[config.mk]
export PLATFORM = sky130hd
export DESIGN_NAME = midi_track_event_validator
export DESIGN_NICKNAME = d
export VERILOG_FILES = /design/src/sv/mtev_pkg.sv /design/src/sv/midi_track_event_validator.sv /design/src/sv/mtev_engine.sv
export SDC_FILE = /design/constraint.sdc
export NUM_CORES = 1
export LEC_CHECK = 0
export ABC_AREA = 0
export BUFFER_PORTS_ARGS = -buffer_cell sky130_fd_sc_hd__buf_2
export CORE_MARGIN = 3
export CORE_UTILIZATION = 61
export CTS_BUF_LIST = sky130_fd_sc_hd__clkbuf_2
export CTS_CLUSTER_DIAMETER = 200
export DETAILED_ROUTE_END_ITERATION = 10
export HOLD_SLACK_MARGIN = 0.05
export PLACE_DENSITY_LB_ADDON = 0.2
export SLEW_MARGIN = 20
export SYNTH_ARGS = -nofsm -noshare
export SYNTH_HDL_FRONTEND = slang
export SYNTH_SLANG_ARGS = --single-unit
export TNS_END_PERCENT = 20
[constraint.sdc]
create_clock -name i_clk -period 7.5 [get_ports i_clk]
set_input_delay 1.5 -clock i_clk [delete_from_list [all_inputs] [get_ports i_clk]]
set_output_delay 1.5 -clock i_clk [all_outputs]
set_load 0.01 [all_outputs]
[src/sv/mtev_pkg.sv]
// Package for the MIDI track event validator: beat structs, error and
// operation codes, size constants and status byte helpers.
// No dependencies.
`default_nettype none

package mtev_pkg;

    localparam int MAX_VLQ_BYTES = 4;
    localparam int VLQ_CNT_W     = $clog2(MAX_VLQ_BYTES + 1);
    localparam int LEN_W         = 28;
    localparam int SIZE_W        = 29;

    localparam logic [1:0] OP_CHANNEL = 2'd0;
    localparam logic [1:0] OP_META    = 2'd1;
    localparam logic [1:0] OP_SYSEX   = 2'd2;
    localparam logic [1:0] OP_NONE    = 2'd3;

    localparam logic [7:0] STATUS_META     = 8'hFF;
    localparam logic [7:0] STATUS_SYSEX    = 8'hF0;
    localparam logic [7:0] STATUS_SYSEX_ESC = 8'hF7;

    localparam logic [3:0] NYB_PROGRAM  = 4'hC;
    localparam logic [3:0] NYB_PRESSURE = 4'hD;
    localparam logic [3:0] NYB_SYSTEM   = 4'hF;

    typedef enum logic [2:0] {
        ERR_OK          = 3'd0,
        ERR_NO_DATA     = 3'd1,
        ERR_BAD_STATUS  = 3'd2,
        ERR_CHAN_SHORT  = 3'd3,
        ERR_BAD_DATA    = 3'd4,
        ERR_HDR_SHORT   = 3'd5,
        ERR_BAD_VLQ     = 3'd6,
        ERR_PAY_SHORT   = 3'd7
    } t_err;

    typedef struct packed {
        logic [1:0] operation;
        logic       start_req;
        logic [7:0] data_byte;
        logic       last_byte;
        logic       empty_buffer;
        logic [7:0] carried_status;
    } t_in_beat;

    typedef struct packed {
        t_err              error_code;
        logic [SIZE_W-1:0] event_size;
        logic [3:0]        status_upper;
        logic [3:0]        channel;
        logic [7:0]        first_data;
        logic [7:0]        second_data;
        logic [LEN_W-1:0]  payload_length;
    } t_out_beat;

    // Channel voice status: top bit set, not a system byte.
    function automatic logic is_chan_status(input logic [7:0] s);
        return s[7] && (s[7:4] != NYB_SYSTEM);
    endfunction

    // Program change and channel pressure carry one data byte, the rest two.
    function automatic logic chan_two_data(input logic [7:0] s);
        return !((s[7:4] == NYB_PROGRAM) || (s[7:4] == NYB_PRESSURE));
    endfunction

endpackage

`default_nettype wire

[src/sv/midi_track_event_validator.sv]
// Top level of the MIDI track event validator: input register, event engine
// and result register. Depends on mtev_pkg and mtev_engine.
//
// Usage: feed one event buffer per event, a byte per input beat, after the
// delta time has been stripped. The beat that carries start_req also carries
// the operation (channel, meta or sysex) and the running status byte in force.
// last_byte marks the final byte available; empty_buffer on a start beat
// means the buffer holds nothing.
// Each event yields exactly one result beat, as soon as its verdict is known;
// bytes that arrive after the verdict are dropped until the next start, and a
// start in mid-event abandons the unfinished one without a result.
// A beat accepted into the input register is checked by the engine while it
// is held there; its result, if any, is loaded into the result register,
// which drives o_out_valid. Throughput: one input beat per cycle unless stalled,
// since each byte updates the event state in one pass of short logic.
// Stall: while the result register holds a beat that the receiver stalls,
// the input register keeps its beat and o_in_stall rises; a result register
// that drains frees both stages in the same cycle.
// Reset (i_rst_n low, synchronous): both stages empty, engine idle.
`default_nettype none

module midi_track_event_validator
    import mtev_pkg::*;
(
    input  wire logic      i_clk,
    input  wire logic      i_rst_n,
    input  wire logic      i_in_valid,
    output logic           o_in_stall,
    input  wire t_in_beat  i_in_beat,
    output logic           o_out_valid,
    input  wire logic      i_out_stall,
    output t_out_beat      o_out_beat
);

    logic       r_in_valid;
    t_in_beat   r_in;
    logic       r_out_valid;
    t_out_beat  r_out;

    logic       w_out_free;
    logic       w_advance;
    logic       w_emit;
    t_out_beat  w_result;

    // The result register can take a beat when empty or draining this cycle.
    assign w_out_free = !r_out_valid || !i_out_stall;
    // Process the held input beat only when its possible result has a place.
    assign w_advance  = r_in_valid && w_out_free;
    assign o_in_stall = r_in_valid && !w_out_free;

    always_ff @(posedge i_clk) begin
        if (!i_rst_n) begin
            r_in_valid <= 1'b0;
        end else if (!o_in_stall) begin
            r_in_valid <= i_in_valid;
        end
    end

    // Capture the input beat; hold it while stalled.
    always_ff @(posedge i_clk) begin
        if (i_in_valid && !o_in_stall) begin
            r_in <= i_in_beat;
        end
    end

    mtev_engine u_engine (
        .i_clk    (i_clk),
        .i_rst_n  (i_rst_n),
        .i_advance(w_advance),
        .i_beat   (r_in),
        .o_emit   (w_emit),
        .o_result (w_result)
    );

    always_ff @(posedge i_clk) begin
        if (!i_rst_n) begin
            r_out_valid <= 1'b0;
        end else if (w_out_free) begin
            r_out_valid <= w_advance && w_emit;
        end
    end

    // Load a verdict; hold the beat while the receiver stalls.
    always_ff @(posedge i_clk) begin
        if (w_advance && w_emit) begin
            r_out <= w_result;
        end
    end

    assign o_out_valid = r_out_valid;
    assign o_out_beat  = r_out;

    a_in_kept: assert property (@(posedge i_clk) disable iff (!i_rst_n)
        r_in_valid && o_in_stall |=> r_in_valid)
        else $error("input beat lost while result register blocked");

    a_stall_cause: assert property (@(posedge i_clk) disable iff (!i_rst_n)
        o_in_stall |-> (r_out_valid && i_out_stall))
        else $error("input stalled without a blocked result");

    a_verdict_lands: assert property (@(posedge i_clk) disable iff (!i_rst_n)
        w_advance && w_emit |=> r_out_valid)
        else $error("verdict did not reach the result register");

endmodule

`default_nettype wire

[src/sv/mtev_engine.sv]
// Event state and per-byte verdict logic for the MIDI track event validator.
// Depends on mtev_pkg.
`default_nettype none

module mtev_engine
    import mtev_pkg::*;
(
    input  wire logic      i_clk,
    input  wire logic      i_rst_n,
    input  wire logic      i_advance,
    input  wire t_in_beat  i_beat,
    output logic           o_emit,
    output t_out_beat      o_result
);

    typedef enum logic [4:0] {
        PH_IDLE = 5'b00001,
        PH_CHAN = 5'b00010,
        PH_HDR  = 5'b00100,
        PH_VLQ  = 5'b01000,
        PH_PAY  = 5'b10000
    } t_phase;

    t_phase                r_phase,   n_phase;
    logic [7:0]            r_status,  n_status;
    logic [7:0]            r_held,    n_held;
    logic                  r_want,    n_want;
    t_err                  r_pending, n_pending;
    logic [LEN_W-1:0]      r_acc,     n_acc;
    logic [LEN_W-1:0]      r_remain,  n_remain;
    logic [VLQ_CNT_W-1:0]  r_vlq,     n_vlq;
    logic [SIZE_W-1:0]     r_count,   n_count;

    logic [7:0]            w_b;
    logic [7:0]            w_sel_status;
    logic [LEN_W-1:0]      w_acc_shift;
    logic [VLQ_CNT_W-1:0]  w_vlq_inc;
    logic [SIZE_W-1:0]     w_count_inc;
    logic                  w_hdr_ok;

    assign w_b          = i_beat.data_byte;
    assign w_sel_status = w_b[7] ? w_b :
                          (is_chan_status(i_beat.carried_status) ?
                           i_beat.carried_status : 8'h00);
    assign w_acc_shift  = {r_acc[LEN_W-8:0], w_b[6:0]};
    assign w_vlq_inc    = r_vlq + 1'b1;
    assign w_count_inc  = r_count + 1'b1;
    assign w_hdr_ok     = (i_beat.operation == OP_META) ? (w_b == STATUS_META) :
                          ((w_b == STATUS_SYSEX) || (w_b == STATUS_SYSEX_ESC));

    always_comb begin
        n_phase   = r_phase;
        n_status  = r_status;
        n_held    = r_held;
        n_want    = r_want;
        n_pending = r_pending;
        n_acc     = r_acc;
        n_remain  = r_remain;
        n_vlq     = r_vlq;
        n_count   = r_count;
        o_emit    = 1'b0;
        o_result  = '0;

        if (i_beat.start_req) begin
            // a new buffer drops whatever event was in progress
            n_phase   = PH_IDLE;
            n_status  = 8'h00;
            n_held    = 8'h00;
            n_want    = 1'b0;
            n_pending = ERR_OK;
            n_acc     = '0;
            n_remain  = '0;
            n_vlq     = '0;
            n_count   = '0;
            if (i_beat.operation == OP_NONE) begin
                o_emit              = 1'b1;
                o_result.error_code = ERR_BAD_STATUS;
            end else if (i_beat.empty_buffer) begin
                o_emit              = 1'b1;
                o_result.error_code = (i_beat.operation == OP_CHANNEL) ?
                                      ERR_NO_DATA : ERR_HDR_SHORT;
            end else if (i_beat.operation == OP_CHANNEL) begin
                if (!is_chan_status(w_sel_status)) begin
                    o_emit              = 1'b1;
                    o_result.error_code = ERR_BAD_STATUS;
                end else begin
                    n_status = w_sel_status;
                    n_count  = SIZE_W'(1);
                    if (w_b[7]) begin
                        n_want = 1'b1;
                    end else begin
                        n_held = w_b;
                    end
                    if (!w_b[7] && !chan_two_data(w_sel_status)) begin
                        o_emit                 = 1'b1;
                        o_result.error_code    = ERR_OK;
                        o_result.event_size    = SIZE_W'(1);
                        o_result.status_upper  = w_sel_status[7:4];
                        o_result.channel       = w_sel_status[3:0];
                        o_result.first_data    = w_b;
                    end else if (i_beat.last_byte) begin
                        o_emit                 = 1'b1;
                        o_result.error_code    = ERR_CHAN_SHORT;
                        o_result.status_upper  = w_sel_status[7:4];
                        o_result.channel       = w_sel_status[3:0];
                    end else begin
                        n_phase = PH_CHAN;
                    end
                end
            end else begin
                n_status  = w_b;
                n_pending = w_hdr_ok ? ERR_OK : ERR_BAD_STATUS;
                n_count   = SIZE_W'(1);
                if (i_beat.last_byte) begin
                    o_emit              = 1'b1;
                    o_result.error_code = ERR_HDR_SHORT;
                end else begin
                    n_phase = (i_beat.operation == OP_META) ? PH_HDR : PH_VLQ;
                end
            end
        end else if (!i_beat.empty_buffer) begin
            case (r_phase)
                PH_CHAN: begin
                    n_count                = w_count_inc;
                    o_result.status_upper  = r_status[7:4];
                    o_result.channel       = r_status[3:0];
                    if (r_want) begin
                        n_held = w_b;
                        n_want = 1'b0;
                        if (!chan_two_data(r_status)) begin
                            o_emit              = 1'b1;
                            o_result.error_code = w_b[7] ? ERR_BAD_DATA : ERR_OK;
                            o_result.event_size = w_b[7] ? '0 : w_count_inc;
                            o_result.first_data = w_b;
                        end else begin
                            if (w_b[7]) begin
                                n_pending = ERR_BAD_DATA;
                            end
                            if (i_beat.last_byte) begin
                                o_emit              = 1'b1;
                                o_result.error_code = ERR_CHAN_SHORT;
                            end
                        end
                    end else begin
                        o_emit              = 1'b1;
                        o_result.first_data = r_held;
                        if (r_pending != ERR_OK) begin
                            o_result.error_code = ERR_BAD_DATA;
                        end else if (w_b[7]) begin
                            o_result.error_code  = ERR_BAD_DATA;
                            o_result.second_data = w_b;
                        end else begin
                            o_result.error_code  = ERR_OK;
                            o_result.event_size  = w_count_inc;
                            o_result.second_data = w_b;
                        end
                    end
                end
                PH_HDR: begin
                    n_count = w_count_inc;
                    if (i_beat.last_byte) begin
                        o_emit              = 1'b1;
                        o_result.error_code = ERR_HDR_SHORT;
                    end else begin
                        n_phase = PH_VLQ;
                    end
                end
                PH_VLQ: begin
                    if ((r_vlq == '0) && (r_pending != ERR_OK)) begin
                        o_emit              = 1'b1;
                        o_result.error_code = r_pending;
                    end else begin
                        n_acc    = w_acc_shift;
                        n_vlq    = w_vlq_inc;
                        n_count  = w_count_inc;
                        n_remain = w_acc_shift;
                        if (w_b[7]) begin
                            if ((w_vlq_inc >= VLQ_CNT_W'(MAX_VLQ_BYTES)) ||
                                i_beat.last_byte) begin
                                o_emit              = 1'b1;
                                o_result.error_code = ERR_BAD_VLQ;
                            end
                        end else if (w_acc_shift == '0) begin
                            o_emit              = 1'b1;
                            o_result.error_code = ERR_OK;
                            o_result.event_size = w_count_inc;
                        end else if (i_beat.last_byte) begin
                            o_emit                  = 1'b1;
                            o_result.error_code     = ERR_PAY_SHORT;
                            o_result.payload_length = w_acc_shift;
                        end else begin
                            n_phase = PH_PAY;
                        end
                    end
                end
                PH_PAY: begin
                    n_count  = w_count_inc;
                    n_remain = r_remain - 1'b1;
                    if (r_remain == LEN_W'(1)) begin
                        o_emit                  = 1'b1;
                        o_result.error_code     = ERR_OK;
                        o_result.event_size     = w_count_inc;
                        o_result.payload_length = r_acc;
                    end else if (i_beat.last_byte) begin
                        o_emit                  = 1'b1;
                        o_result.error_code     = ERR_PAY_SHORT;
                        o_result.payload_length = r_acc;
                    end
                end
                default: begin
                    // idle: stray bytes are dropped
                end
            endcase
        end

        if (o_emit) begin
            n_phase = PH_IDLE;
        end
    end

    always_ff @(posedge i_clk) begin
        if (!i_rst_n) begin
            r_phase   <= PH_IDLE;
            r_status  <= 8'h00;
            r_held    <= 8'h00;
            r_want    <= 1'b0;
            r_pending <= ERR_OK;
            r_acc     <= '0;
            r_remain  <= '0;
            r_vlq     <= '0;
            r_count   <= '0;
        end else if (i_advance) begin
            r_phase   <= n_phase;
            r_status  <= n_status;
            r_held    <= n_held;
            r_want    <= n_want;
            r_pending <= n_pending;
            r_acc     <= n_acc;
            r_remain  <= n_remain;
            r_vlq     <= n_vlq;
            r_count   <= n_count;
        end
    end

    a_err_size_zero: assert property (@(posedge i_clk) disable iff (!i_rst_n)
        i_advance && o_emit && (o_result.error_code != ERR_OK)
        |-> o_result.event_size == '0)
        else $error("error verdict carries a nonzero event size");

    a_pay_remain: assert property (@(posedge i_clk) disable iff (!i_rst_n)
        (r_phase == PH_PAY) |-> (r_remain != '0))
        else $error("payload phase with nothing left to count");

    a_vlq_bound: assert property (@(posedge i_clk) disable iff (!i_rst_n)
        (r_phase == PH_VLQ) |-> (r_vlq < VLQ_CNT_W'(MAX_VLQ_BYTES)))
        else $error("length field ran past its byte limit");

endmodule

`default_nettype wire

### Word level (Yosys, flattened, before mapping)

Index checks and enable logic that the tools add are counted.

* register bits after elaboration: 220
* bits of input ports: 25
* output and inout port bits: 86
* logic and storage cells: 230

* $add $sub $neg: 3
* magnitude comparators: 1
* eq/ne operators: 26
* muxes and demuxes: 135
* bitwise gates (word level): 1
* reduce and logical (&&, ||, !) cells: 40

Operators by type and width (number)
* $mux W29: 12
* $mux W28: 12
* $mux W45: 4
* $mux W8: 21
* $pmux W28 S2: 2
* $mux W3: 29
* $pmux W29 S3: 1
* $mux W84: 1
* $mux W5: 13
* $pmux W29 S2: 1
* $mux W48: 1
* $mux W32: 1
* $add A29 B1 Y29 const B: 1
* $eq A28 B1 Y1 const B: 1
* $logic_not A28 Y1: 1
* $ne A4 B4 Y1 const B: 7
* $sub A28 B1 Y28 const B: 1
* $mux W1: 27
* $eq A8 B8 Y1 const B: 3
* $mux W24: 1
* $eq A4 B4 Y1 const B: 4
* $reduce_and A4 Y1: 4
* $pmux W3 S4: 1
* $pmux W5 S2: 1
* 32 further kinds: 56

### Depth between registers and ports, before layout

* depth in word-level cells: 15
* depth in mapped cells: 10
* gate-level depth less buffers: 9

### Cells and area by module

Synthesis repeated with hierarchy kept, for this count alone.

* cells, all modules: 1131
* area total of the unflattened synthesis: 10591.4 µm²

Modules (own cells, without submodules)
* mtev_engine: times used 1, cells each 1016, area an instance 7347.0 µm², sequential area each 2242.2 µm²
* midi_track_event_validator: times used 1, cells each 115, area an instance 3244.4 µm², sequential area each 3193.1 µm²

### Worst setup path after synthesis

Ideal clock, no wire load.

* path kind: reg2reg
* from: reg r_in[11] (netlist bit)
* to: reg r_out (netlist bit o_out_beat[0]) (enable)
* data arrival time: 5.358 ns
* data required time: 6.973 ns
* slack: 1.615 ns
* cell stages (with the launch flop): 9
* cell sequence: edfxtp_1 -> buf_6 -> or4_1 -> or3_1 -> nor2_2 -> o21a_1 -> o21ba_2 -> nor2_1 -> nor2_1

* cells in the longest elaborated chain, start to end: 8

Ends and longest elaborated chain
* from (decl): RTL line midi_track_event_validator.sv:36 `t_in_beat r_in;`
* from (signal assigned): RTL line midi_track_event_validator.sv:62 `r_in <= i_in_beat;`
* $logic_not A28 Y1: RTL line mtev_engine.sv:183 `end else if (w_acc_shift == '0) begin`
* $mux W1: RTL line mtev_engine.sv:183
* $mux W1: RTL line mtev_engine.sv:177 `if (w_b[7]) begin`
* $mux W1: RTL line mtev_engine.sv:169 `if ((r_vlq == '0) && (r_pending != ERR_OK)) begin`
* $pmux W1 S4: RTL line mtev_engine.sv:122 `case (r_phase)`
* $mux W1: RTL line mtev_engine.sv:121 `end else if (!i_beat.empty_buffer) begin`
* $mux W1: RTL line mtev_engine.sv:64 `if (i_beat.start_req) begin`
* $logic_and A1 B1 Y1: RTL line midi_track_event_validator.sv:85 `if (w_advance && w_emit) begin`
* to (signal assigned): RTL line midi_track_event_validator.sv:86 `r_out <= w_result;`
* to (decl): RTL line midi_track_event_validator.sv:38 `t_out_beat r_out;`

Every way passes these cells.
A chain may end at the register's enable or synchronous reset.

### Final worst setup path

* from: reg u_engine.r_phase[1]
* to: reg r_out (netlist bit o_out_beat[75]) (enable)

* cells in the longest elaborated chain, start to end: 5
* elaborated cells on any way between the ends: 8

Ends and longest elaborated chain
* from (decl): RTL line mtev_engine.sv:24 `t_phase r_phase, n_phase;`
* from (signal assigned): RTL line mtev_engine.sv:233 `r_phase <= n_phase;`
* $eq A5 B5 Y1, or another cell as far along: RTL line mtev_engine.sv:122
* $pmux W1 S4 (*): RTL line mtev_engine.sv:122
* $mux W1 (*): RTL line mtev_engine.sv:121
* $mux W1 (*): RTL line mtev_engine.sv:64
* $logic_and A1 B1 Y1 (*): RTL line midi_track_event_validator.sv:85

Every way passes the cells marked *; elsewhere a longest branch is shown, timed or not.

==> reports/metrics.cfg <==
[power]
powerDensity_nw_per_um2 = 190
total_power_uw = 2240
p_leak_uw = 0.00395
ir_drop_mv = 0.113

[synthesis]
yosys_warnings = 0
yosysSeqAreaShare = 0.509
syn_nets = 1133
netlist_area_um2 = 10700
yosysUniqueCellTypes = 79
ys_ff_latch = 219
avgSynthCellArea_um2 = 9.69
synth-async-reset-ratio = 0
synth-main-ff-cell = dfxtp_1
synthCells = 1103
synth_edf_count = 105

[critical_path]
end_kind = register
critPathMaxFanout = 60
arrival_ns = 4.69
critPathKind = reg2reg
start_kind = register
required_ns = 7.90

[routing]
ant_nets = 0
wl_per_cell_um = 18.0
drt_first_iter_violations = 894
drt-total-wl_um = 26300
drt_first_pass_iters = 5
vias_per_cell = 6.13
vias = 8977
drc = 0

[timing]
rsz0062_at_grt = no
period_minus_slack_ns = 4.29
clock_skew_ns = 0.0731
post-route-period-util = 0.572
slew_viol_final = 0
clock.fmax_mhz = 233
worst_pin_slew_ns = 1.11
finalSetupViolCount = 0
fin_setup_tns_ns = 0
hold_viol = 0
slew_headroom = 0.262

[floorplan]
core_area_um2 = 16900
die_w_um = 138
initial_core_util = 0.633
io_pins = 111
die_h_um = 138
dieArea_um2 = 19100
fp-row-count = 47

[global_route]
gr-usage-met3 = 0.0625
track_usage = 0.272
grt_max_degree = 105
grt_pass1_wl_um = 43700
busiest_layer = met2
grt_pass1_vias = 8600
antenna_found_initial = 1
use_met1 = 0.367
overflow = 0
grt_util_met2 = 0.437

[clock_network]
ctsHoldBuffers = 0
cts_made_buffers = 52
htree_num_levels = 2
tritoncts = built
cts_resized = 0
clock_latency_ns = 0.83
cts_setup_buffers = 0
clock_sinks = 219
clockBufferDepth = 3
clk_pin_slew_ns = 0.11
root_buffer = clkbuf_2

[layout]
syn_to_final_growth_pct = 10.1
fin_nets = 1230
fill_cells = 1366
drive_above_1_share = 0.199

[min_path]
hold_path_class = reg2reg

[place]
port_buffers = 110
hpwl_um = 17200
gp_congestion = 0.969

[run_status]
outcome = complete, no violations

[job]
drv_cap = 0

## synth_stat cells (all sizes together), types with 17 or more instances
master,n,area [um^2]
nand2,74,278
xnor2,22,193
clkbuf,55,206
dfxtp,114,2280
edfxtp,105,3150
nor2,138,593
and3,21,131
o21ai,101,509
buf,22,161
a21boi,39,293
nand3,37,190
or3,17,111
a22oi,58,435
and2,22,138
nor3,27,140
a21oi,42,225
nor2b,38,238
## area by class of cell
type | count | area, um^2 | area share
diodes | 1 | 2.50 | 0.000213
flip-flops and latches | 219 | 5440 | 0.462
well taps | 220 | 275 | 0.0234
multi-input cells | 796 | 4880 | 0.415
repair buffers | 120 | 628 | 0.0534
clock inverters | 11 | 68.8 | 0.00585
clock buffers | 87 | 435 | 0.0370
inverters | 11 | 41.3 | 0.00351
## through the flow
stage | hold slack (ns) | area [um^2] | instances | util | setup WS, ns
2_1_floorplan | 0.425 | 10700 | 1103 | - | 1.62
3_3_place_gp | 0.435 | 11300 | 1366 | 0.667 | 3.36
3_5_place_dp | 0.449 | 11300 | 1366 | 0.667 | 3.21
4_1_cts | 0.476 | 11800 | 1464 | 0.696 | 3.20
5_1_grt | 0.497 | 11800 | 1465 | 0.697 | 2.85
6_report | 0.476 | 11800 | 1465 | 0.697 | 3.21
## path summary, 6_finish.rpt
| check | endpoint | slack (ns) | cells after the start | startpoint |
|---|---|---|---|---|
| worst min-delay path | u_engine.r_status[0] | 0.48 | 2 | u_engine.r_status[0] |
| worst min register to register | u_engine.r_status[0] | 0.48 | 2 | u_engine.r_status[0] |
| worst max-delay path | o_out_beat[75] | 3.21 | 8 | u_engine.r_phase[1] |
| worst max register to register | o_out_beat[75] | 3.21 | 8 | u_engine.r_phase[1] |
## power breakdown
group	total, uW	internal (uW)	switching [uW]
sequential	1300	1280	27.7
clock	801	336	466
combinational	135	47.9	86.9
total	2240	1660	580
## placed cells by master, fill, tap and decap left out, types with 25 or more instances in the layout
| cell | instances |
|---|---|
| nand2_1 | 74 |
| nand3_1 | 36 |
| nor3_1 | 25 |
| clkbuf_2 | 87 |
| dfxtp_1 | 114 |
| a22oi_1 | 58 |
| buf_2 | 109 |
| nor2_1 | 125 |
| o21ai_0 | 89 |
| nor2b_1 | 37 |
| a21oi_1 | 40 |
| edfxtp_1 | 105 |
## registers in the layout, indices dropped and copies added (netlist names)
name,count
u_engine.r_vlq,3
u_engine.r_status,8
r_in_valid,1
u_engine.r_pending,2
u_engine.r_phase,5
u_engine.r_remain,28
o_out_beat,84
u_engine.r_want,1
o_out_valid,1
u_engine.r_held,8
u_engine.r_acc,28
r_in,21
u_engine.r_count,29
## routing by layer
| metal | routed length, um | part of all wire | vias to the layer above |
|---|---|---|---|
| li1 | - | - | 4284 |
| met1 | 11300 | 0.43 | 4225 |
| met2 | 12200 | 0.46 | 406 |
| met3 | 2130 | 0.081 | 62 |
| met4 | 659 | 0.025 | 0 |
| met5 | 0 | 0 | - |
## logic make-up (layout without fill, tap and decap cells)
group | Yosys count | after routing | share of synthesized area
xor gates and xnor gates | 33 | 33 | 0.0270
other | 0 | 1 | 0
buffers and inverters | 88 | 229 | 0.0383
DFF | 219 | 219 | 0.509
muxes | 16 | 16 | 0.0151
AOI/OAI and AO/OA | 313 | 313 | 0.194
and+or+nand+nor | 429 | 429 | 0.211
adders and majority gates | 5 | 5 | 0.00585
## critical path, cell delays in order, from the launching register on
cell      delay (ns)
dfxtp_1         0.40
or4b_4          0.59
nor2_2          0.83
nand4_1         0.28
nand3b_1        0.19
o21ba_2         0.17
nor2_1          0.09
nor2_4          0.58
buf_4           0.74
Power figures use the tool's default switching activity.
